File: config.mk
export PLATFORM = sky130hd
export DESIGN_NAME = linear_probe_hash_insert_top
export DESIGN_NICKNAME = d
export VERILOG_FILES = /design/src/rtl/core/lphi_pkg.sv /design/src/rtl/core/linear_probe_hash_insert_top.sv /design/src/rtl/core/lphi_mod.sv /design/src/rtl/core/lphi_ctrl.sv
export SDC_FILE = /design/constraint.sdc
export NUM_CORES = 1
export LEC_CHECK = 0
export CAP_MARGIN = 10
export CELL_PAD_IN_SITES_DETAIL_PLACEMENT = 1
export CELL_PAD_IN_SITES_GLOBAL_PLACEMENT = 1
export CORE_MARGIN = 2
export CORE_UTILIZATION = 24
export CTS_CLUSTER_SIZE = 25
export DETAILED_ROUTE_END_ITERATION = 6
export DONT_BUFFER_PORTS = 1
export GPL_TIMING_DRIVEN = 1
export PLACE_DENSITY_LB_ADDON = 0.08
export SLEW_MARGIN = 20
export SYNTH_ARGS = -nofsm -noshare
export SYNTH_HDL_FRONTEND = slang
export SYNTH_HIERARCHICAL = 1
export SYNTH_SLANG_ARGS = --single-unit
File: constraint.sdc
create_clock -name clk -period 5.6 [get_ports clk]
set_clock_uncertainty 0.05 [all_clocks]
set_input_delay 0.28 -clock clk [delete_from_list [all_inputs] [get_ports clk]]
set_output_delay 0.28 -clock clk [all_outputs]
set_load 0.02 [all_outputs]
File: src/rtl/core/lphi_pkg.sv
package lphi_pkg;

  localparam int TABLE_DEPTH = 16;
  localparam int SLOT_W      = $clog2(TABLE_DEPTH);
  localparam int SIZE_W      = $clog2(TABLE_DEPTH + 1);
  localparam int KEY_W       = 31;
  localparam int STEP_W      = $clog2(KEY_W);

  typedef enum logic [1:0] {
    ST_IDLE,
    ST_HASH,
    ST_PROBE
  } state_t;

  localparam logic INS_STORED = 1'b0;
  localparam logic INS_FULL   = 1'b1;

  // request to the remainder unit
  typedef struct packed {
    logic              start;
    logic [KEY_W-1:0]  key;
    logic [SIZE_W-1:0] divisor;
  } mod_req_t;

  typedef struct packed {
    logic              done;
    logic [SIZE_W-1:0] rem;
  } mod_rsp_t;

endpackage

File: src/rtl/core/linear_probe_hash_insert_top.sv
// Linear-probing hash insert over TABLE_DEPTH slots held as occupancy flags.
// The key first goes to the bit-serial remainder unit for its home slot, then occupied
//   slots are probed upward; k = occupied slots skipped (0..S, S when full).
// One item at a time, next start taken in the strobe cycle; busy is high
//   from acceptance until the strobe, which lasts one cycle (the receiver cannot stall).
// Reset (rst_n low, synchronous): all slots empty, table_size = 16, idle.
module linear_probe_hash_insert_top
  import lphi_pkg::*;
(
  input  logic              clk,
  input  logic              rst_n,
  // item beat
  input  logic              start,
  output logic              busy,
  input  logic [KEY_W-1:0]  in_key_value,
  // result beat
  output logic              out_valid,
  output logic [SLOT_W-1:0] out_stored_slot,
  output logic [SLOT_W-1:0] out_home_slot,
  output logic [SIZE_W-1:0] out_probe_count,
  output logic              out_insert_status,
  // table_size register write
  input  logic              cfg_valid,
  output logic              cfg_ready,
  input  logic [SIZE_W-1:0] cfg_table_size
);

  logic [SIZE_W-1:0] tsize_r, tsize_nxt;
  logic [SIZE_W-1:0] eff_size;

  mod_req_t mod_req;
  mod_rsp_t mod_rsp;

  // table_size writes only while no item is in flight
  assign cfg_ready = !busy;

  always_comb begin
    tsize_nxt = tsize_r;
    if (cfg_valid && cfg_ready) begin
      tsize_nxt = cfg_table_size;
    end
  end

  always_ff @(posedge clk) begin
    if (!rst_n) begin
      tsize_r <= SIZE_W'(TABLE_DEPTH);
    end else begin
      tsize_r <= tsize_nxt;
    end
  end

  // clamp to 1..TABLE_DEPTH: zero acts as one, oversize as the full table
  always_comb begin
    if (tsize_r == '0) begin
      eff_size = SIZE_W'(1);
    end else if (tsize_r > SIZE_W'(TABLE_DEPTH)) begin
      eff_size = SIZE_W'(TABLE_DEPTH);
    end else begin
      eff_size = tsize_r;
    end
  end

  // remainder unit: key mod S gives the home slot
  lphi_mod u_mod (
    .clk     (clk),
    .rst_n   (rst_n),
    .req     (mod_req),
    .rsp     (mod_rsp)
  );

  // sequencer: hash, then probe upward one slot per cycle with wrap
  lphi_ctrl u_ctrl (
    .clk               (clk),
    .rst_n             (rst_n),
    .start             (start),
    .key               (in_key_value),
    .size              (eff_size),
    .busy              (busy),
    .mod_req           (mod_req),
    .mod_rsp           (mod_rsp),
    .out_valid         (out_valid),
    .out_stored_slot   (out_stored_slot),
    .out_home_slot     (out_home_slot),
    .out_probe_count   (out_probe_count),
    .out_insert_status (out_insert_status)
  );

`ifndef SYNTH
  a_eff_size_range: assert property (@(posedge clk) disable iff (!rst_n)
    eff_size != '0 && eff_size <= SIZE_W'(TABLE_DEPTH))
    else $error("effective table size out of range");
  a_strobe_idle: assert property (@(posedge clk) disable iff (!rst_n)
    out_valid |-> !busy)
    else $error("result strobe while busy");
  a_home_in_table: assert property (@(posedge clk) disable iff (!rst_n)
    out_valid |-> {1'b0, out_home_slot} < eff_size)
    else $error("home slot outside table in use");
`endif

endmodule

File: src/rtl/core/lphi_mod.sv
module lphi_mod
  import lphi_pkg::*;
(
  input  logic     clk,
  input  logic     rst_n,
  input  mod_req_t req,
  output mod_rsp_t rsp
);

  // restoring remainder, one key bit per cycle, MSB first
  logic              busy_r, busy_nxt;
  logic              done_r, done_nxt;
  logic [STEP_W-1:0] step_r, step_nxt;
  logic [KEY_W-1:0]  key_r, key_nxt;
  logic [SIZE_W-1:0] div_r, div_nxt;
  logic [SIZE_W-1:0] rem_r, rem_nxt;
  logic [SIZE_W:0]   trial;

  assign trial = {rem_r, key_r[KEY_W-1]};

  always_comb begin
    busy_nxt = busy_r;
    done_nxt = 1'b0;
    step_nxt = step_r;
    key_nxt  = key_r;
    div_nxt  = div_r;
    rem_nxt  = rem_r;
    if (req.start) begin
      busy_nxt = 1'b1;
      step_nxt = STEP_W'(KEY_W - 1);
      key_nxt  = req.key;
      div_nxt  = req.divisor;
      rem_nxt  = '0;
    end else if (busy_r) begin
      key_nxt = {key_r[KEY_W-2:0], 1'b0};
      if (trial >= {1'b0, div_r}) begin
        rem_nxt = SIZE_W'(trial - {1'b0, div_r});
      end else begin
        rem_nxt = trial[SIZE_W-1:0];
      end
      step_nxt = step_r - STEP_W'(1);
      if (step_r == '0) begin
        busy_nxt = 1'b0;
        done_nxt = 1'b1;
      end
    end
  end

  always_ff @(posedge clk) begin
    if (!rst_n) begin
      busy_r <= 1'b0;
      done_r <= 1'b0;
    end else begin
      busy_r <= busy_nxt;
      done_r <= done_nxt;
    end
    step_r <= step_nxt;
    key_r  <= key_nxt;
    div_r  <= div_nxt;
    rem_r  <= rem_nxt;
  end

  assign rsp.done = done_r;
  assign rsp.rem  = rem_r;

`ifndef SYNTH
  a_done_after_busy: assert property (@(posedge clk) disable iff (!rst_n)
    done_r |-> $past(busy_r))
    else $error("remainder done without a running division");
  a_rem_below_div: assert property (@(posedge clk) disable iff (!rst_n)
    done_r |-> rem_r < div_r)
    else $error("remainder not below divisor");
  a_no_overlap: assert property (@(posedge clk) disable iff (!rst_n)
    busy_r |-> !req.start)
    else $error("remainder unit restarted while running");
`endif

endmodule

File: src/rtl/core/lphi_ctrl.sv
module lphi_ctrl
  import lphi_pkg::*;
(
  input  logic              clk,
  input  logic              rst_n,
  input  logic              start,
  input  logic [KEY_W-1:0]  key,
  input  logic [SIZE_W-1:0] size,
  output logic              busy,
  output mod_req_t          mod_req,
  input  mod_rsp_t          mod_rsp,
  output logic              out_valid,
  output logic [SLOT_W-1:0] out_stored_slot,
  output logic [SLOT_W-1:0] out_home_slot,
  output logic [SIZE_W-1:0] out_probe_count,
  output logic              out_insert_status
);

  state_t state_r, state_nxt;

  logic [TABLE_DEPTH-1:0] occ_r, occ_nxt;
  logic [KEY_W-1:0]       key_r, key_nxt;
  logic [SIZE_W-1:0]      size_r, size_nxt;
  logic [SLOT_W-1:0]      slot_r, slot_nxt;
  logic [SLOT_W-1:0]      home_r, home_nxt;
  logic [SIZE_W-1:0]      cnt_r, cnt_nxt;

  logic              oval_r, oval_nxt;
  logic [SLOT_W-1:0] oslot_r, oslot_nxt;
  logic [SLOT_W-1:0] ohome_r, ohome_nxt;
  logic [SIZE_W-1:0] ocnt_r, ocnt_nxt;
  logic              ostat_r, ostat_nxt;

  logic accept, full_hit, free_hit;

  assign accept   = start && (state_r == ST_IDLE);
  assign full_hit = (cnt_r == size_r);
  assign free_hit = !full_hit && !occ_r[slot_r];

  // next state
  always_comb begin
    state_nxt = state_r;
    unique case (state_r)
      ST_IDLE:  if (start) state_nxt = ST_HASH;
      ST_HASH:  if (mod_rsp.done) state_nxt = ST_PROBE;
      ST_PROBE: if (full_hit || free_hit) state_nxt = ST_IDLE;
      default:  state_nxt = ST_IDLE;
    endcase
  end

  // datapath and outputs
  always_comb begin
    occ_nxt   = occ_r;
    key_nxt   = key_r;
    size_nxt  = size_r;
    slot_nxt  = slot_r;
    home_nxt  = home_r;
    cnt_nxt   = cnt_r;
    oval_nxt  = 1'b0;
    oslot_nxt = oslot_r;
    ohome_nxt = ohome_r;
    ocnt_nxt  = ocnt_r;
    ostat_nxt = ostat_r;
    mod_req.start   = accept;
    mod_req.key     = key;
    mod_req.divisor = size;
    unique case (state_r)
      ST_IDLE: begin
        if (start) begin
          key_nxt  = key;
          size_nxt = size;
        end
      end
      ST_HASH: begin
        if (mod_rsp.done) begin
          home_nxt = mod_rsp.rem[SLOT_W-1:0];
          slot_nxt = mod_rsp.rem[SLOT_W-1:0];
          cnt_nxt  = '0;
        end
      end
      ST_PROBE: begin
        if (full_hit) begin
          oval_nxt  = 1'b1;
          oslot_nxt = '0;
          ohome_nxt = home_r;
          ocnt_nxt  = size_r;
          ostat_nxt = INS_FULL;
        end else if (free_hit) begin
          occ_nxt[slot_r] = (key_r != '0);
          oval_nxt  = 1'b1;
          oslot_nxt = slot_r;
          ohome_nxt = home_r;
          ocnt_nxt  = cnt_r;
          ostat_nxt = INS_STORED;
        end else begin
          cnt_nxt = cnt_r + SIZE_W'(1);
          if (({1'b0, slot_r} + SIZE_W'(1)) >= size_r) begin
            slot_nxt = '0;
          end else begin
            slot_nxt = slot_r + SLOT_W'(1);
          end
        end
      end
      default: ;
    endcase
  end

  always_ff @(posedge clk) begin
    if (!rst_n) begin
      state_r <= ST_IDLE;
      occ_r   <= '0;
      oval_r  <= 1'b0;
    end else begin
      state_r <= state_nxt;
      occ_r   <= occ_nxt;
      oval_r  <= oval_nxt;
    end
    key_r   <= key_nxt;
    size_r  <= size_nxt;
    slot_r  <= slot_nxt;
    home_r  <= home_nxt;
    cnt_r   <= cnt_nxt;
    oslot_r <= oslot_nxt;
    ohome_r <= ohome_nxt;
    ocnt_r  <= ocnt_nxt;
    ostat_r <= ostat_nxt;
  end

  assign busy              = (state_r != ST_IDLE);
  assign out_valid         = oval_r;
  assign out_stored_slot   = oslot_r;
  assign out_home_slot     = ohome_r;
  assign out_probe_count   = ocnt_r;
  assign out_insert_status = ostat_r;

`ifndef SYNTH
  a_result_ends_item: assert property (@(posedge clk) disable iff (!rst_n)
    oval_r |-> state_r == ST_IDLE)
    else $error("result strobe while an item is still in flight");
  a_probe_bounded: assert property (@(posedge clk) disable iff (!rst_n)
    state_r == ST_PROBE |-> cnt_r <= size_r && {1'b0, slot_r} < size_r)
    else $error("probe ran past the table in use");
  a_full_result: assert property (@(posedge clk) disable iff (!rst_n)
    oval_r && ostat_r == INS_FULL |-> ocnt_r == size_r && oslot_r == '0)
    else $error("full status with wrong slot or count");
  a_one_new_slot: assert property (@(posedge clk) disable iff (!rst_n)
    oval_r && ostat_r == INS_STORED |-> $countones(occ_r ^ $past(occ_r)) <= 1)
    else $error("insert changed more than one slot");
`endif

endmodule
# Yosys cells after proc, flatten, opt, wreduce, memory -nomap -nowiden
# Index checks and enable logic that the tools add are counted.
# word_totals
out_inout_bits	17
inputBits	40
ff_bits	135
wordCells	99
# op_classes
bitwise	3
n_eq_ne	8
add_sub_neg	5
magnitude_cmp	5
n_mux	35
n_reduce_logical	24
# op_table
op	count
$mux 31	2
$mux 5	8
$reduce_bool 31->1	1
$mux 4	7
$bwmux 16	1
$logic_not 5->1	2
$pmux 5 s2	1
$mux 1	9
$ne 2x2->1 const B	4
$pmux 4 s2	1
$reduce_and 2->1	4
$reduce_bool 2->1	4
$ge 6x5->1	1
$mux 2	3
$pmux 2 s3	1
$reduce_and 3->1	2
$add 4x1->5 const B	1
$add 5x1->5 const B	1
$eq 5x5->1	1
$ge 5x5->1	1
$gt 5x5->1 const B	1
$lt 4x5->1 const B	1
$sub 5x1->5 const B	1
$sub 5x5->5	1
14 further kinds	21

# Longest topological paths before layout
# depth
ltp_word	7
depth_mapped	8
depth_no_buf	8

# Modules after synthesis
# The synthesis kept the hierarchy.
# modules_own_cells
module	cells_each	seq_area_each_um2	area_per_inst_um2	n_inst
lphi_ctrl	280	2272.2	3669.8	1
lphi_mod	155	1321.3	2205.9	1
linear_probe_hash_insert_top	30	100.1	257.7	1

# Worst setup path before layout
# Ideal clock, no wire load.
# synth_path
kind	reg-to-reg
startpoint	register u_ctrl.state_r[0]
endpoint	register u_mod.key_r[0] (enable)
setup_time_ps	386
t_required_ps	5164
synth_period_minus_slack_ps	4191
arrival_time_ps	3756
setup_slack_ps	1409
stages_incl_launch_ff	8
path_buffers	3
path_cell_list	dfxtp_1 or2_2 nor2_1 buf_4 clkbuf_1 buf_2 nor2_1 inv_1
# synth_via
elab_chain_len	3
# synth_rtl
element	line	text
start: declaration	lphi_ctrl.sv:19	state_t state_r, state_nxt;
start signal: assignment	lphi_ctrl.sv:114	state_r <= state_nxt;
$logic_not 2->1	lphi_ctrl.sv:36	assign accept = start && (state_r == ST_IDLE);
$logic_and 1x1->1	lphi_ctrl.sv:36	
named net u_ctrl.accept	lphi_ctrl.sv:34	logic accept, full_hit, free_hit;
$reduce_bool 2->1 (no line)	n/a	
end signal: assignment	lphi_mod.sv:58	key_r <= key_nxt;
end: declaration	lphi_mod.sv:14	logic [KEY_W-1:0] key_r, key_nxt;
# The timed path passes the listed nets, and every way through them passes these cells.
# A chain may end at the register's enable or synchronous reset.

# Worst setup path in the final report
# layout_path
startpoint	register u_ctrl.slot_r[1]
endpoint	register u_ctrl.ohome_r[2], in the netlist u_ctrl/out_home_slot[2] (enable)
# layout_via
elab_chain_len	6
# layout_rtl
element	line	text
start: declaration	lphi_ctrl.sv:24	logic [SLOT_W-1:0] slot_r, slot_nxt;
start signal: assignment	lphi_ctrl.sv:120	slot_r <= slot_nxt;
$bmux 1 s4	lphi_ctrl.sv:38	assign free_hit = !full_hit && !occ_r[slot_r];
$mux 1 (not written as such)	lphi_ctrl.sv:38	
$logic_not 1->1	lphi_ctrl.sv:38	
$logic_and 1x1->1	lphi_ctrl.sv:38	
$reduce_bool 2->1 (no line)	n/a	
$reduce_and 2->1 (no line)	n/a	
end signal: assignment	lphi_ctrl.sv:124	ohome_r <= ohome_nxt;
end: declaration	lphi_ctrl.sv:30	logic [SLOT_W-1:0] ohome_r, ohome_nxt;
# Every way passes these cells. The select of a mux whose other input is x is not followed.

==> results.toml <==
[run_status]
outcome = "completed"

[clocking]
clk_pin_slew_worst_paths_ns = 0.06
clock-root-buffer = "clkbuf_16"
postCtsSetupBuffers = 0
clk_path_buf_depth = 2
cts_buffers = 17
cts_resized = 0
cts.sinks = 135
hold_buffers = 37
h-tree-depth = 4
cts_tree = "yes"
clock_latency_ns = 0.41

[placed_design]
port_buffers = 0
gp_congestion = 0.668
hpwl_mm = 8.43

[cells_and_area]
final_cell_mix = "edfxtp_1, nand2_1, dlygate4sd3_1, dfxtp_1, mux2_2"
antenna_cells = 0
layout_commonest_cell = "edfxtp_1"
drive_gt1_frac = 0.184
final_nets = 522
area_growth_pct = 16.5
final_util = 0.285

[power_and_ir_drop]
vdd_drop_max_v = 0.000150
p_leak_nw = 2.57
power.density_nw_per_um2 = 344

[setup_path]
cp-end-kind = "flop"
worstReg2RegEnd = "u_ctrl/out_home_slot[2]"
critPathLaunchType = "flop"
ff2ff_setup_slack_ns = 2.87
slowest_delay_ns = 0.59
crit_arrival_ns = 2.73
cp_slowest_cell = "edfxtp_1"
cp_max_fo = 14
crit_required_ns = 5.60
r2r-start = "u_ctrl/slot_r[1]"
path_class = "reg -> reg"
r2r_cells = 5
critical_path.cell_chain = "mux4_2 > mux2_4 > mux2i_1 > nor2_1 > nor2_2"

[yosys]
synthArstFlopShare = 0
seq_area_frac_synth = 0.602
ys_seq_elements = 135
synthXorXnorAreaFrac = 0.0243
synth-simple-area-share = 0.0979
syn_area_per_cell_um2 = 13.2
synth_compound_area_frac = 0.0449
yosysWarnings = 6
yosysUniqueCellTypes = 49
synth_cells = 465
synth_top_family_by_area = "multiplexers"
yosys.area_share.adder = 0.0379
synth_mux_area_frac = 0.114
synth_area_um2 = 6130
synthFlopType = "edfxtp_1"
synth_edf_count = 99
synthesis.nets = 523

[global_route]
grt_pass1_wl_mm = 20.5
grt_pass1_vias = 3712
grt_antenna_before_repair = 0
grt-ovfl-total = 0
grt_max_degree = 71
grtUsageTotal = 0.101

[floorplanning]
fp.coreArea_um2 = 25100
io_pins = 57
dieArea_um2 = 26900
start_util = 0.244
die_w_um = 164
rows = 58
die_h_um = 164

[worst_hold_path]
whs_path_depth = 1
min_to = "u_mod/key_r[0]"
worstHoldStart = "in_key_value[0]"
hold_path_class = "in -> reg"

[sta]
period_needed_ns = 2.73
setup_viol = 0
max_freq_ghz = 0.366
relSlewSlack = 0.299
tightest_slew_ns = 1.05
slew_viol_final = 0
rsz0062_at_grt = "no"
period_share = 0.488
setup_tns_ns = 0
hold_viol = 0

[route]
num_vias = 3302
wl_mm = 12.6
viasPerCell = 4.09
antenna_left = 0
drt_pass1_iterations = 4
drc = 0
post_drt_wl_per_cell_um = 15.6
first_iter_violations = 153

[flow_run]
maxCapViolations = 0
-- power breakdown --
group	internal (mW)	switching, mW	total [mW]
combinational	0.0966	0.101	0.198
sequential	1.14	0.0341	1.18
clock	0.624	0.461	1.09
total	1.86	0.596	2.46
-- per-stage QoR --
stage	instance area [um2]	instances	worst slack, ns	total power [mW]	hold slack (ns)
after floorplan	6130	465	1.41	1.35	0.329
after global placement	6190	738	2.56	1.37	0.329
after detailed placement	6200	738	2.47	1.38	0.327
after CTS	7150	807	2.47	2.51	0.00369
after global routing	7150	807	2.64	2.57	0.00348
final	7150	807	2.87	2.46	0.0251
-- cells in the mapped netlist, drive strengths merged, types with 5 or more instances --
master	count	area share
a21oi	5	0.0059
clkbuf	16	0.010
nand2b	7	0.0071
dfxtp	36	0.12
xnor2	8	0.011
ha	17	0.035
nor2b	7	0.0084
mux2i	23	0.038
nand2	50	0.031
buf	44	0.053
nor2	18	0.011
xor2	9	0.013
nor4	7	0.0071
edfxtp	99	0.48
mux2	33	0.062
nand3	14	0.012
inv	25	0.015
o21ai	8	0.0065
-- layout make-up --
type	instances	area [um2]
multi-input combinational	245	1980
timing repair buffer	40	403
tap	330	413
clock inverter	14	140
inverter	25	93.8
clock buffer	18	429
sequential	135	3690
fill	2742	18000
-- worst max path at each step --
stage                      startpoint                   endpoint  cells past startpoint
floorplan           u_ctrl/state_r[0]             u_mod/key_r[0]                      7
global placement     u_ctrl/slot_r[1]    u_ctrl/out_home_slot[0]                      5
detailed placement   u_ctrl/slot_r[1]    u_ctrl/out_home_slot[2]                      5
CTS                  u_ctrl/slot_r[1]  u_ctrl/out_probe_count[3]                      5
global route        u_ctrl/state_r[0]             u_mod/rem_r[4]                      7
finish               u_ctrl/slot_r[1]    u_ctrl/out_home_slot[2]                      5
-- layer usage --
metal  share of wire  track usage
met1            0.46        0.124
met2            0.50        0.172
met3           0.035       0.0308
met4          0.0087       0.0299
met5               0            0
-- flip-flops by register name, indices dropped and copies added (netlist names) --
| name | flops |
|---|---|
| u_ctrl/out_valid | 1 |
| u_ctrl/home_r | 4 |
| u_mod/key_r | 31 |
| u_ctrl/out_home_slot | 4 |
| u_ctrl/state_r | 2 |
| u_ctrl/key_r | 31 |
| u_ctrl/size_r | 5 |
| u_mod/done_r | 1 |
| u_ctrl/cnt_r | 5 |
| u_mod/rem_r | 5 |
| u_ctrl/out_probe_count | 5 |
| u_ctrl/occ_r | 16 |
| u_mod/busy_r | 1 |
| u_mod/step_r | 5 |
| u_ctrl/out_insert_status | 1 |
| u_ctrl/slot_r | 4 |
| u_mod/div_r | 5 |
| u_ctrl/out_stored_slot | 4 |
| tsize_r | 5 |
-- worst max-delay path: cells and delay by family (launching register included) --
family	cells	cell delay, ns
flip-flops	1	0.59
multiplexers	3	1.10
AND/OR/NAND/NOR	2	0.63
-- cells by family after synthesis --
logic type | after synthesis
adders and majority gates | 18
buffers and inverters | 85
muxes | 60
DFF | 135
and+or+nand+nor | 122
AOI/OAI and AO/OA | 28
xor gates and xnor gates | 17
No activity file was read; power rests on OpenSTA's default activity.
